### src/rtl/dcf_pkg.sv
// shared types, constants and the command length table for the display command framer
`timescale 1ns / 1ps

package dcf_pkg;

  localparam int DCF_MAX_CMD_WORDS = 22;
  localparam int DCF_WORD_W        = 64;
  localparam int DCF_OPC_W         = 6;
  localparam int DCF_LEN_W         = 5;
  localparam int DCF_OPC_HI        = 61;
  localparam int DCF_OPC_LO        = 56;
  localparam logic [DCF_OPC_W-1:0] DCF_MIN_FWD_OPCODE = 6'd8;
  localparam logic [DCF_OPC_W-1:0] DCF_SYNC_OPCODE_RST = 6'd41;

  // register map
  localparam int DCF_PADDR_W = 3;
  localparam logic DCF_REG_SYNC_OPCODE = 1'b0;

  localparam logic DCF_KIND_WORD   = 1'b0;
  localparam logic DCF_KIND_STATUS = 1'b1;

  typedef enum logic [1:0] {
    ST_IDLE,
    ST_WORDS,
    ST_SYNC0,
    ST_STATUS
  } dcf_state_t;

  typedef struct packed {
    logic                  kind;
    logic [DCF_WORD_W-1:0] word;
    logic                  last;
    logic                  sync;
    logic                  ready;
    logic                  busy;
  } dcf_result_t;

  // command length in words, by opcode
  function automatic logic [DCF_LEN_W-1:0] dcf_cmd_len(input logic [DCF_OPC_W-1:0] opc);
    logic [DCF_LEN_W-1:0] len;
    unique case (opc)
      6'd8:  len = 5'd4;
      6'd9:  len = 5'd6;
      6'd10: len = 5'd12;
      6'd11: len = 5'd14;
      6'd12: len = 5'd12;
      6'd13: len = 5'd14;
      6'd14: len = 5'd20;
      6'd15: len = 5'd22;
      6'd36: len = 5'd2;
      6'd37: len = 5'd2;
      default: len = 5'd1;
    endcase
    return len;
  endfunction

endpackage

### src/rtl/dcf_word_store.sv
// command word memory, one write port and one registered read port
`timescale 1ns / 1ps

module dcf_word_store
  import dcf_pkg::*;
#(
  parameter int MAX_CMD_WORDS = DCF_MAX_CMD_WORDS,
  parameter int AW            = $clog2(MAX_CMD_WORDS)
) (
  input  logic                  clk,
  input  logic                  wr_en,
  input  logic [AW-1:0]         wr_addr,
  input  logic [DCF_WORD_W-1:0] wr_data,
  input  logic                  rd_en,
  input  logic [AW-1:0]         rd_addr,
  output logic [DCF_WORD_W-1:0] rd_data
);

  logic [DCF_WORD_W-1:0] mem [MAX_CMD_WORDS];

  always_ff @(posedge clk) begin
    if (wr_en) begin
      mem[wr_addr] <= wr_data;
    end
  end

  always_ff @(posedge clk) begin
    if (rd_en) begin
      rd_data <= mem[rd_addr];
    end
  end

endmodule

### src/rtl/dcf_framer.sv
// framing control: counters, read sequencer and result register
`timescale 1ns / 1ps

module dcf_framer
  import dcf_pkg::*;
#(
  parameter int MAX_CMD_WORDS = DCF_MAX_CMD_WORDS,
  parameter int AW            = $clog2(MAX_CMD_WORDS),
  parameter int CW            = $clog2(MAX_CMD_WORDS + 1)
) (
  input  logic                  clk,
  input  logic                  rst,
  input  logic [DCF_OPC_W-1:0]  sync_opcode,
  input  logic                  in_valid,
  output logic                  in_stall,
  input  logic [DCF_WORD_W-1:0] cmd_word,
  input  logic                  end_of_batch,
  output logic                  mem_wr_en,
  output logic [AW-1:0]         mem_wr_addr,
  output logic                  mem_rd_en,
  output logic [AW-1:0]         mem_rd_addr,
  input  logic [DCF_WORD_W-1:0] mem_rd_data,
  output logic                  out_valid,
  input  logic                  out_stall,
  output dcf_result_t           result
);

  dcf_state_t state, state_next;

  logic [CW-1:0]        held, held_next;
  logic [DCF_LEN_W-1:0] needed, needed_next;
  logic [DCF_OPC_W-1:0] first_opc, first_opc_next;
  logic                 busy, busy_next;
  logic                 batch_open, batch_open_next;
  logic                 step_eob, step_eob_next;
  logic                 step_sync, step_sync_next;
  logic                 step_ready, step_ready_next;
  logic [CW-1:0]        emit_cnt, emit_cnt_next;
  logic [CW-1:0]        rd_idx, rd_idx_next;
  logic [CW-1:0]        ld_idx, ld_idx_next;
  logic                 rd_pending, rd_pending_next;
  logic                 out_valid_next;
  dcf_result_t          result_next;

  // accept-time datapath
  logic                 accept;
  logic                 busy_a;
  logic [CW-1:0]        held_g;
  logic [CW-1:0]        held_inc;
  logic [DCF_OPC_W-1:0] opc_w;
  logic [DCF_OPC_W-1:0] opc_f;
  logic [DCF_LEN_W-1:0] need_a;
  logic                 done;
  logic                 is_sync;
  logic                 out_free;
  logic                 load;
  logic                 issue;
  logic [CW-1:0]        ld_idx_inc;

  assign in_stall    = (state != ST_IDLE);
  assign accept      = in_valid && !in_stall;
  assign busy_a      = batch_open ? busy : 1'b1;
  assign held_g      = (held >= CW'(MAX_CMD_WORDS)) ? '0 : held;
  assign held_inc    = held_g + CW'(1);
  assign opc_w       = cmd_word[DCF_OPC_HI:DCF_OPC_LO];
  assign opc_f       = (held_g == '0) ? opc_w : first_opc;
  assign need_a      = (held_g == '0) ? dcf_cmd_len(opc_w) : needed;
  assign done        = (held_inc >= CW'(need_a));
  assign is_sync     = (opc_f == sync_opcode);

  assign mem_wr_en   = accept;
  assign mem_wr_addr = held_g[AW-1:0];

  assign out_free    = !out_valid || !out_stall;
  assign load        = (state == ST_WORDS) && rd_pending && out_free;
  assign issue       = (state == ST_WORDS) && (rd_idx < emit_cnt) && (!rd_pending || load);
  assign ld_idx_inc  = ld_idx + CW'(1);
  assign mem_rd_en   = issue;
  assign mem_rd_addr = rd_idx[AW-1:0];

  always_ff @(posedge clk) begin
    if (rst) begin
      state      <= ST_IDLE;
      held       <= '0;
      needed     <= '0;
      busy       <= 1'b0;
      batch_open <= 1'b0;
      rd_pending <= 1'b0;
      out_valid  <= 1'b0;
    end else begin
      state      <= state_next;
      held       <= held_next;
      needed     <= needed_next;
      busy       <= busy_next;
      batch_open <= batch_open_next;
      rd_pending <= rd_pending_next;
      out_valid  <= out_valid_next;
    end
  end

  always_ff @(posedge clk) begin
    first_opc  <= first_opc_next;
    step_eob   <= step_eob_next;
    step_sync  <= step_sync_next;
    step_ready <= step_ready_next;
    emit_cnt   <= emit_cnt_next;
    rd_idx     <= rd_idx_next;
    ld_idx     <= ld_idx_next;
    result     <= result_next;
  end

  always_comb begin
    state_next      = state;
    held_next       = held;
    needed_next     = needed;
    first_opc_next  = first_opc;
    busy_next       = busy;
    batch_open_next = batch_open;
    step_eob_next   = step_eob;
    step_sync_next  = step_sync;
    step_ready_next = step_ready;
    emit_cnt_next   = emit_cnt;
    rd_idx_next     = issue ? rd_idx + CW'(1) : rd_idx;
    ld_idx_next     = load ? ld_idx_inc : ld_idx;
    rd_pending_next = issue ? 1'b1 : (load ? 1'b0 : rd_pending);
    out_valid_next  = out_valid && out_stall;
    result_next     = result;

    unique case (state)
      ST_IDLE: begin
        if (accept) begin
          batch_open_next = !end_of_batch;
          step_eob_next   = end_of_batch;
          step_sync_next  = is_sync;
          step_ready_next = done;
          emit_cnt_next   = held_inc;
          rd_idx_next     = '0;
          ld_idx_next     = '0;
          rd_pending_next = 1'b0;
          if (done) begin
            held_next   = '0;
            needed_next = '0;
            busy_next   = is_sync ? 1'b0 : busy_a;
            if (opc_f >= DCF_MIN_FWD_OPCODE) begin
              state_next = ST_WORDS;
            end else if (is_sync) begin
              state_next = ST_SYNC0;
            end else if (end_of_batch) begin
              state_next = ST_STATUS;
            end
          end else begin
            held_next      = held_inc;
            needed_next    = need_a;
            first_opc_next = opc_f;
            busy_next      = busy_a;
            if (end_of_batch) begin
              state_next = ST_STATUS;
            end
          end
        end
      end
      ST_WORDS: begin
        if (load) begin
          out_valid_next     = 1'b1;
          result_next.kind   = DCF_KIND_WORD;
          result_next.word   = mem_rd_data;
          result_next.sync   = step_sync;
          result_next.ready  = 1'b0;
          result_next.busy   = busy;
          result_next.last   = (ld_idx_inc == emit_cnt) && !step_eob;
          if (ld_idx_inc == emit_cnt) begin
            state_next = step_eob ? ST_STATUS : ST_IDLE;
          end
        end
      end
      ST_SYNC0: begin
        if (out_free) begin
          out_valid_next    = 1'b1;
          result_next.kind  = DCF_KIND_WORD;
          result_next.word  = '0;
          result_next.sync  = 1'b1;
          result_next.ready = 1'b0;
          result_next.busy  = busy;
          result_next.last  = !step_eob;
          state_next        = step_eob ? ST_STATUS : ST_IDLE;
        end
      end
      ST_STATUS: begin
        if (out_free) begin
          out_valid_next    = 1'b1;
          result_next.kind  = DCF_KIND_STATUS;
          result_next.word  = '0;
          result_next.sync  = 1'b0;
          result_next.ready = step_ready;
          result_next.busy  = busy;
          result_next.last  = 1'b1;
          state_next        = ST_IDLE;
        end
      end
      default: begin
        state_next = ST_IDLE;
      end
    endcase
  end

endmodule

### src/rtl/display_command_framer_core.sv
// top level of the display command framer: register port, word memory and framing control
`timescale 1ns / 1ps

// Display command framer. Accepts one 64-bit command word per input transaction,
// stores it in an on-chip word memory and, once the opcode in bits 61..56 of a
// command's first word says the command is complete, replays the command's words
// from memory as a run of output transactions (opcodes below 8 are dropped; the
// sync opcode sets sync_interrupt on its words and clears pipe_busy). A word
// marked end_of_batch adds one status transaction (buffer_ready = nothing held).
// last_of_run marks the final output transaction caused by an input. A forwarded
// command's words are read from the memory, whose read port is registered, and
// pass through the output register one word per cycle while out_stall is low.
// The output register lets the next input be accepted while the last result
// still waits. sync_opcode resets to 41 and lies at byte address 0 of the
// register port; write it only while the block is idle.

module display_command_framer_core
  import dcf_pkg::*;
#(
  parameter int MAX_CMD_WORDS = DCF_MAX_CMD_WORDS
) (
  input  logic                   clk,
  input  logic                   rst,
  // register port
  input  logic                   psel,
  input  logic                   penable,
  input  logic                   pwrite,
  input  logic [DCF_PADDR_W-1:0] paddr,
  input  logic [31:0]            pwdata,
  output logic [31:0]            prdata,
  output logic                   pready,
  // input channel
  input  logic                   in_valid,
  output logic                   in_stall,
  input  logic [DCF_WORD_W-1:0]  cmd_word,
  input  logic                   end_of_batch,
  // output channel
  output logic                   out_valid,
  input  logic                   out_stall,
  output logic                   kind,
  output logic [DCF_WORD_W-1:0]  out_word,
  output logic                   last_of_run,
  output logic                   sync_interrupt,
  output logic                   buffer_ready,
  output logic                   pipe_busy
);

  localparam int AW = $clog2(MAX_CMD_WORDS);
  localparam int CW = $clog2(MAX_CMD_WORDS + 1);

  logic [DCF_OPC_W-1:0]  sync_opcode;
  logic                  reg_wr;
  logic                  sel_sync;

  logic                  mem_wr_en;
  logic [AW-1:0]         mem_wr_addr;
  logic                  mem_rd_en;
  logic [AW-1:0]         mem_rd_addr;
  logic [DCF_WORD_W-1:0] mem_rd_data;
  dcf_result_t           result;

  // register port, zero wait states
  assign pready   = 1'b1;
  assign sel_sync = (paddr[2] == DCF_REG_SYNC_OPCODE);
  assign reg_wr   = psel && penable && pwrite && pready;

  always_ff @(posedge clk) begin
    if (rst) begin
      sync_opcode <= DCF_SYNC_OPCODE_RST;
    end else if (reg_wr && sel_sync) begin
      sync_opcode <= pwdata[DCF_OPC_W-1:0];
    end
  end

  // read data is zero wherever paddr[2] is set
  assign prdata = sel_sync ? {{(32 - DCF_OPC_W){1'b0}}, sync_opcode} : '0;

  // words of the command being collected
  dcf_word_store #(
    .MAX_CMD_WORDS (MAX_CMD_WORDS),
    .AW            (AW)
  ) u_store (
    .clk     (clk),
    .wr_en   (mem_wr_en),
    .wr_addr (mem_wr_addr),
    .wr_data (cmd_word),
    .rd_en   (mem_rd_en),
    .rd_addr (mem_rd_addr),
    .rd_data (mem_rd_data)
  );

  // length lookup, counters, replay sequencer and output register
  dcf_framer #(
    .MAX_CMD_WORDS (MAX_CMD_WORDS),
    .AW            (AW),
    .CW            (CW)
  ) u_framer (
    .clk          (clk),
    .rst          (rst),
    .sync_opcode  (sync_opcode),
    .in_valid     (in_valid),
    .in_stall     (in_stall),
    .cmd_word     (cmd_word),
    .end_of_batch (end_of_batch),
    .mem_wr_en    (mem_wr_en),
    .mem_wr_addr  (mem_wr_addr),
    .mem_rd_en    (mem_rd_en),
    .mem_rd_addr  (mem_rd_addr),
    .mem_rd_data  (mem_rd_data),
    .out_valid    (out_valid),
    .out_stall    (out_stall),
    .result       (result)
  );

  assign kind           = result.kind;
  assign out_word       = result.word;
  assign last_of_run    = result.last;
  assign sync_interrupt = result.sync;
  assign buffer_ready   = result.ready;
  assign pipe_busy      = result.busy;

endmodule

### config.mk
export PLATFORM = sky130hd
export DESIGN_NAME = display_command_framer_core
export DESIGN_NICKNAME = d
export VERILOG_FILES = /design/src/rtl/dcf_pkg.sv /design/src/rtl/dcf_word_store.sv /design/src/rtl/dcf_framer.sv /design/src/rtl/display_command_framer_core.sv
export SDC_FILE = /design/constraint.sdc
export NUM_CORES = 1
export LEC_CHECK = 0
export BUFFER_PORTS_ARGS = -buffer_cell sky130_fd_sc_hd__buf_2
export CORE_MARGIN = 2
export CORE_UTILIZATION = 60
export CTS_BUF_LIST = sky130_fd_sc_hd__clkbuf_16
export DETAILED_ROUTE_END_ITERATION = 10
export HOLD_SLACK_MARGIN = 0.05
export PLACE_DENSITY = 0.84
export SLEW_MARGIN = 20
export SYNTH_ARGS = -nofsm -noshare
export SYNTH_HDL_FRONTEND = slang
export SYNTH_HIERARCHICAL = 1
export SYNTH_SLANG_ARGS = --single-unit
### constraint.sdc
create_clock -name clk -period 10.06 [get_ports clk]
set_clock_uncertainty 0.1 [all_clocks]
set_input_delay 2.012 -clock clk [delete_from_list [all_inputs] [get_ports clk]]
set_output_delay 2.012 -clock clk [all_outputs]
set_load 0.1 [all_outputs]
==> results.md, run 1 <==
* Post-CTS Setup Bufs at 0
* Final count of hold timing violations at 0
* Top_reg_cell synth: edfxtp_1
* Initial Util at 60.3%
* Cell Chain, Critical Path: buf_2, and2b_2, buf_2
* Required time worst endpoint at 7.95 ns
* Die area at 0.105 mm2
* RSZ-0062 raised after global routing: no
* Status: finished, final reports clean
* Total number of vias at 31356
* Multiplexer share of the synthesized area at 12.3%
* Die Height at 324 um
* Distinct cells, synth at 64
* Worst Tran Pin Value at 1.23 ns
* IR drop worst, VDD at 270 uV
* Commonest non-fill, non-tap cells in the layout: 1555 x edfxtp_1, 461 x mux2i_1, 192 x a22oi_1
* Clock Tree Root: clkbuf_16
* Row count at 117
* WL per Instance at 28.2 um
* Final slew viol count at 0
* Sequential area share after synthesis at 77.2%
* GP Congestion at 0.782
* Area post-placement at 0.0633 mm2
* Slowest stage cell, crit path: buf_2
* Vias in the first global route at 31998
* Setup TNS at 0 ns
* Kind of cell adding the most delay to the critical path: buffers and inverters
* Post-Place Worst Slack at 4.45 ns
* Pwr dens at 255 mW/mm2
* Clock transition at path regs at 0.06 ns
* Final core area utilization at 67.2%
* Horiz. Die Dim at 324 um
* Final period util at 48.4%
* Finished Cell Area at 0.0683 mm2
* Largest net degree at the start of global routing at 142
* Post-synth ARST share at 0%
* Period minus WS final at 4.87 ns
* Core region area at 0.102 mm2
* CP startpoint kind: primary input
* Post-synthesis compound-gate area fraction at 3.76%
* Post-route ant nets at 0
* XOR/XNOR share of the synthesized area at 0.341%
* Leak at 21.8 nW
* PnR worst setup slack at 5.19 ns
* Share of layout cells above drive strength 1 at 17.2%
* Synthesized area per cell at 19.2 um2
* H-Tree Depth at 4
* Post-synth EDFFs at 1555
* Dpl hpwl at 66600 um
* Post_cts resized at 0
* Port Buf Inserts at 155
* Nets at 3512
* FILL cells at 6196
* Clk buf depth at 3
* Worst setup path category: in -> out
* Layout area overhead at 11.4%
* GRT overflow at 0
* DRC Markers at 0
* Cells after synthesis at 3190
* # hold bufs at CTS at 0
* Global Route Usage Sum at 26.3%
* WL final at 137000 um
* Most common cell after layout, fill and taps aside: edfxtp_1
* CP max FO at 7
* Fmax at 0.206 GHz
* Relative slew slack at 18.0%
* Max_cap viols at 0
* Area leader, netlist: edfxtp_1
* Total number of yosys warnings at 6
* Top-area cell type share of the netlist area at 76.2%
* Endpoints failing setup at 0
* Clock sink count at 1587
* I/O pin cnt at 211
* Largest stage delay, worst path at 0.41 ns
* Simple-gate share of the synthesized area at 3.89%
* First-pass GRT wire length at 201000 um
* Dominant cells by area after synthesis: edfxtp_1 76%, mux2i_1 7.5%, mux4_2 4.7%
* CP Buf/Inv Count at 2
* Iter 0 DRT Violations at 3863
* Clock Latency Late Sink at 0.77 ns
* Crit-path most repeated cell: buf_2
* Drt pass-1 iters at 7
* Initial antenna violation count at 14
* Main combinational cell family by area after synthesis: multiplexers
* CTS tree: built
* Hold crit path type: reg -> reg
* CP Data Arrival Time at 2.75 ns
* Synthesized flop and latch total at 1587
* Mapped Area at 0.0613 mm2
* CP endpoint kind: primary output
* Synth Area in Adders at 0.367%
* Flop2flop setup slack at 5.88 ns
* Num CTS Buffers at 152
* Drt via density at 6.42
worst register-to-register path: stages, from the launching register on:
cell     delay [ns]
dfxtp_1        0.34
inv_1          0.13
ha_1           0.20
nand2_1        0.18
inv_1          0.10
buf_4          0.29
or3b_2         0.69
nor2_4         0.84
buf_4          0.87
power breakdown:
| part | switching, mW | internal (mW) | leakage [nW] |
|---|---|---|---|
| Combinational | 2.69 | 1.17 | 4.93 |
| Clock | 2.42 | 3.16 | 2.50 |
| Sequential | 0.183 | 7.79 | 14.3 |
logic make-up (layout without fill, tap and decap cells):
family                   Yosys count  count (layout)
AND/OR/NAND/NOR                  455             455
AO/OA/AOI/OAI                    306             306
buffers and inverters            208             501
flip-flops                      1587            1587
other                              2              33
multiplexers                     591             591
adder cells (fa/ha/maj)           18              18
XOR/XNOR                          23              23
cells in the mapped netlist (38+ instances only):
cell	count
a211oi_1	66
a22oi_1	192
and2_1	68
buf_4	51
buf_6	38
clkbuf_1	63
edfxtp_1	1555
mux2i_1	461
mux4_2	128
nand2_1	86
nand4_1	67
nor2_1	118
nor2b_1	67
final timing paths:
kind,start,cells after the start,end
worst max-delay path,paddr[2],3,prdata[3]
worst min-delay path,u_framer/needed[1],2,u_framer/needed[1]
worst max register to register,u_framer/state[0],8,u_store/mem[16][34]
worst min register to register,u_framer/needed[1],2,u_framer/needed[1]
layer usage:
metal / up-vias / global-route usage, % / wire length [um]
met5: - / 0 / 46
met2: 1763 / 44.7 / 70700
li1: 13138 / - / -
met4: 8 / 11.0 / 4660
met3: 323 / 5.08 / 12800
met1: 16124 / 33.6 / 49200
registers in the layout (all words and copies together) (netlist names):
| signal | flops |
|---|---|
| u_framer/emit_cnt | 5 |
| u_framer/state | 2 |
| u_framer/needed | 5 |
| u_framer/rd_pending | 1 |
| u_store/rd_data | 64 |
| u_framer/mem_rd_addr | 5 |
| u_store/mem | 1408 |
| u_framer/held | 5 |
| u_framer/step_eob | 1 |
| u_framer/step_sync | 1 |
| u_framer/result | 69 |
| u_framer/batch_open | 1 |
| u_framer/first_opc | 6 |
| u_framer/step_ready | 1 |
| u_framer/ld_idx | 5 |
| u_framer/busy | 1 |
| sync_opcode | 6 |
| u_framer/out_valid | 1 |
layout make-up:
| type | count | area, um2 | area share, % |
|---|---|---|---|
| repair buffers | 207 | 1230 | 1.80 |
| well taps | 1368 | 1710 | 2.51 |
| flip-flops and latches | 1587 | 47300 | 69.4 |
| inverters | 19 | 73.8 | 0.108 |
| diodes | 6 | 15.0 | 0.0220 |
| multi-input cells | 1420 | 13000 | 19.0 |
| clock buffers | 154 | 3850 | 5.65 |
| clock inverters | 121 | 1060 | 1.55 |
metrics by stage:
step                power [mW]  hold slack (ns)  instances
global route              17.9            0.370       4880
finish                    17.4            0.350       4882
floorplan                 11.2            0.309       3215
detailed placement        11.9            0.338       4599
CTS                       17.5            0.350       4874
global placement          11.8            0.342       4599
Note: power is estimated with default switching activity, not from simulation.
==> run 2, diff against run 1 <==
Clock period 10.06 ns to 4.7 ns, I/O delays scaled along.
==> run 2 against run 1 <==
Sequential share of layout area down 0.14 points. First-iteration DRC count down 1.1%. Critical path type is now reg -> reg. Clock-buffer cell count down 3. Cell area up 0.21%. Critical path depth up 9. Global-route usage up 0.72 points. Clock power up 100%. Core utilization up 0.14 points. Largest cell class unchanged. Combinational power up 120%. Wire length up 1.9%. Setup slack worse by 4.2 ns. Final cell count up 0.29%. Critical endpoint is now u_framer/needed[0].
==> results.md, run 2 (synthesis gave the netlist of run 1 again) <==
* Status: finished, final reports clean
* Worst Tran Pin Value at 1.25 ns (+0.0212 ns)
* Port Buf Inserts at 155 (unchanged)
* Flop pwr share at 46.4% (+0.6 points)
* Post-route ant nets at 0 (unchanged)
* Clock transition at path regs at 0.06 ns (about the same)
* Nets at 3534 (+0.63%)
* P_sw at 11.2 mW (+110%)
* Final slew viol count at 0 (unchanged)
* Net Sw Frac at 30.5% (+0.15 points)
* Iter 0 DRT Violations at 3821 (-1.1%)
* Clock Latency Late Sink at 0.75 ns (-0.02 ns)
* CP max FO at 17 (+10)
* Horiz. Die Dim at 324 um (unchanged)
* GP Congestion at 0.782 (about the same)
* Initial antenna violation count at 13 (-1)
* Clock Tree Root: clkbuf_16
* FILL cells at 6087 (-1.8%)
* CP Data Arrival Time at 4.26 ns (+1.51 ns)
* Clock Power Share at 30.7% (-1.4 points)
* Area post-placement at 0.0639 mm2 (+0.89%)
* FF+latch area at 0.0473 mm2 (unchanged)
* Share of layout cells above drive strength 1 at 17.1% (-0.10 points)
* Finished Layout Cells at 4896 (+0.29%)
* Pwr dens at 535 mW/mm2 (+110%)
* RSZ-0062 raised after global routing: no
* Largest Register: u_store/mem
* Core region area at 0.102 mm2 (unchanged)
* Hold crit path type: in -> reg
* Row count at 117 (unchanged)
* Post_cts resized at 0 (unchanged)
* Initial Util at 60.3% (unchanged)
* Commonest non-fill, non-tap cells in the layout: 1555 x edfxtp_1, 461 x mux2i_1, 192 x a22oi_1
* Power share of the combinational group at 22.9% (+0.7 points)
* Clock sink count at 1587 (unchanged)
* Largest stage delay, worst path at 0.52 ns (+0.11 ns)
* Drt pass-1 iters at 7 (unchanged)
* Period minus WS final at 3.70 ns
* Internal at 25.4 mW (+110%)
* Layout area overhead at 11.6%
* Placed cells at 4626 (+0.59%)
* Finished Cell Area at 0.0684 mm2 (+0.21%)
* Global Route Usage Sum at 27.1% (+0.72 points)
* Dpl hpwl at 67800 um (+1.8%)
* DRC Markers at 0 (unchanged)
* CP startpoint kind: flop
* Die Height at 324 um (unchanged)
* Vias in the first global route at 32094 (+0.30%)
* Max FFs per register at 1408 (unchanged)
* H-Tree Depth at 4 (unchanged)
* WL final at 140000 um (+1.9%)
* Final core area utilization at 67.3% (+0.14 points)
* CP endpoint kind: flop
* I/O pin cnt at 211 (unchanged)
* Final period util at 78.8%
* Max_cap viols at 0 (unchanged)
* # hold bufs at CTS at 0 (unchanged)
* Clk buf depth at 3 (unchanged)
* IR drop worst, VDD at 451 uV (+67%)
* Die area at 0.105 mm2 (unchanged)
* CTS tree: built
* Total number of vias at 31550 (+0.62%)
* Worst setup path category: reg -> reg
* Largest net degree at the start of global routing at 107 (-25%)
* Most common cell after layout, fill and taps aside: edfxtp_1
* Final count of hold timing violations at 0 (unchanged)
* Post-CTS Setup Bufs at 0 (unchanged)
* Num CTS Buffers at 149 (-2.0%)
* GRT overflow at 0 (unchanged)
* Endpoints failing setup at 0 (unchanged)
* Area occupied by multi-input gates at 0.0130 mm2 (unchanged)
* WL per Instance at 28.6 um (+1.6%)
* Fmax at 0.270 GHz
* First-pass GRT wire length at 205000 um (+2.2%)
* Largest regs: u_store/mem x1408, u_framer/result x69, u_store/rd_data x64
* Slowest stage cell, crit path: nor3_1
* Required time worst endpoint at 5.26 ns (-2.69 ns)
* Relative slew slack at 16.6% (-1.4 points)
* Cell Chain, Critical Path: a21o_4, nand2_1, nand2_1, ha_1, o211ai_4, o31ai_1, ha_1, nand2b_1, a211oi_1, o31ai_4, nor3_1, a22o_1
* Leak at 21.8 nW (+0.35%)
* Drt via density at 6.44 (+0.33%)
[run 2: cell count changes in the layout (fill, tap and decap cells not counted), sizes merged]
cell,delta
diode,-1
bufinv,-7
inv,+9
clkinvlp,-2
clkinv,-7
buf,+25
clkbuf,-3
[run 2: critical path, delay by kind of cell, from the launching register on]
| kind | cells | cell delay, ns |
|---|---|---|
| compound gates | 6 | 1.67 |
| simple gates | 4 | 0.91 |
| fa+ha+maj | 2 | 0.53 |
| flops | 1 | 0.44 |
[run 2: cell type report]
cell class                 count  area share (%)
tap                         1368            2.50
multi-input combinational   1420            19.0
clock inverter               114            1.10
inverter                      19           0.108
timing repair buffer         232            2.56
sequential                  1587            69.2
antenna                        5          0.0183
clock buffer                 151            5.52
[run 2: power by group through the flow]
stage	logic (mW)	clock network [mW]	registers, mW
finish	8.37	11.2	17.0
global route	8.78	11.9	17.1
CTS	8.37	11.4	17.0
detailed placement	8.25	0	17.3
global placement	8.11	0	17.2
floorplan	4.41	0	19.5
[run 2: worst paths after layout]
check                                          end  slack (ns)          startpoint  depth (start not counted)
worst max-delay path            u_framer/needed[0]         1.0    u_framer/held[2]                         12
worst min-delay path             u_framer/step_eob        0.33        end_of_batch                          1
worst max register to register  u_framer/needed[0]         1.0    u_framer/held[2]                         12
worst min register to register  u_framer/needed[1]        0.37  u_framer/needed[1]                          2
[run 2: metal layers]
metal | part of all wire (%) | GRT usage, % | up-vias | routed length [um]
met3 | 9.0 | 4.50 | 382 | 12600
met2 | 51 | 45.5 | 1839 | 71000
met1 | 36 | 35.2 | 16126 | 50800
li1 | - | - | 13187 | -
met5 | 0.073 | 0 | - | 102
met4 | 4.0 | 11.6 | 16 | 5630
[run 2: through the flow]
step / worst slack, ns / setup TNS, ns / hold slack (ns) / total power [mW]
floorplan: -0.971 / -782.33 / 0.309 / 23.9
global placement: 0.848 / 0 / 0.319 / 25.4
detailed placement: 0.786 / 0 / 0.352 / 25.5
CTS: 1.06 / 0 / 0.300 / 36.7
global route: 0.838 / 0 / 0.317 / 37.7
finish: 0.996 / 0 / 0.333 / 36.6
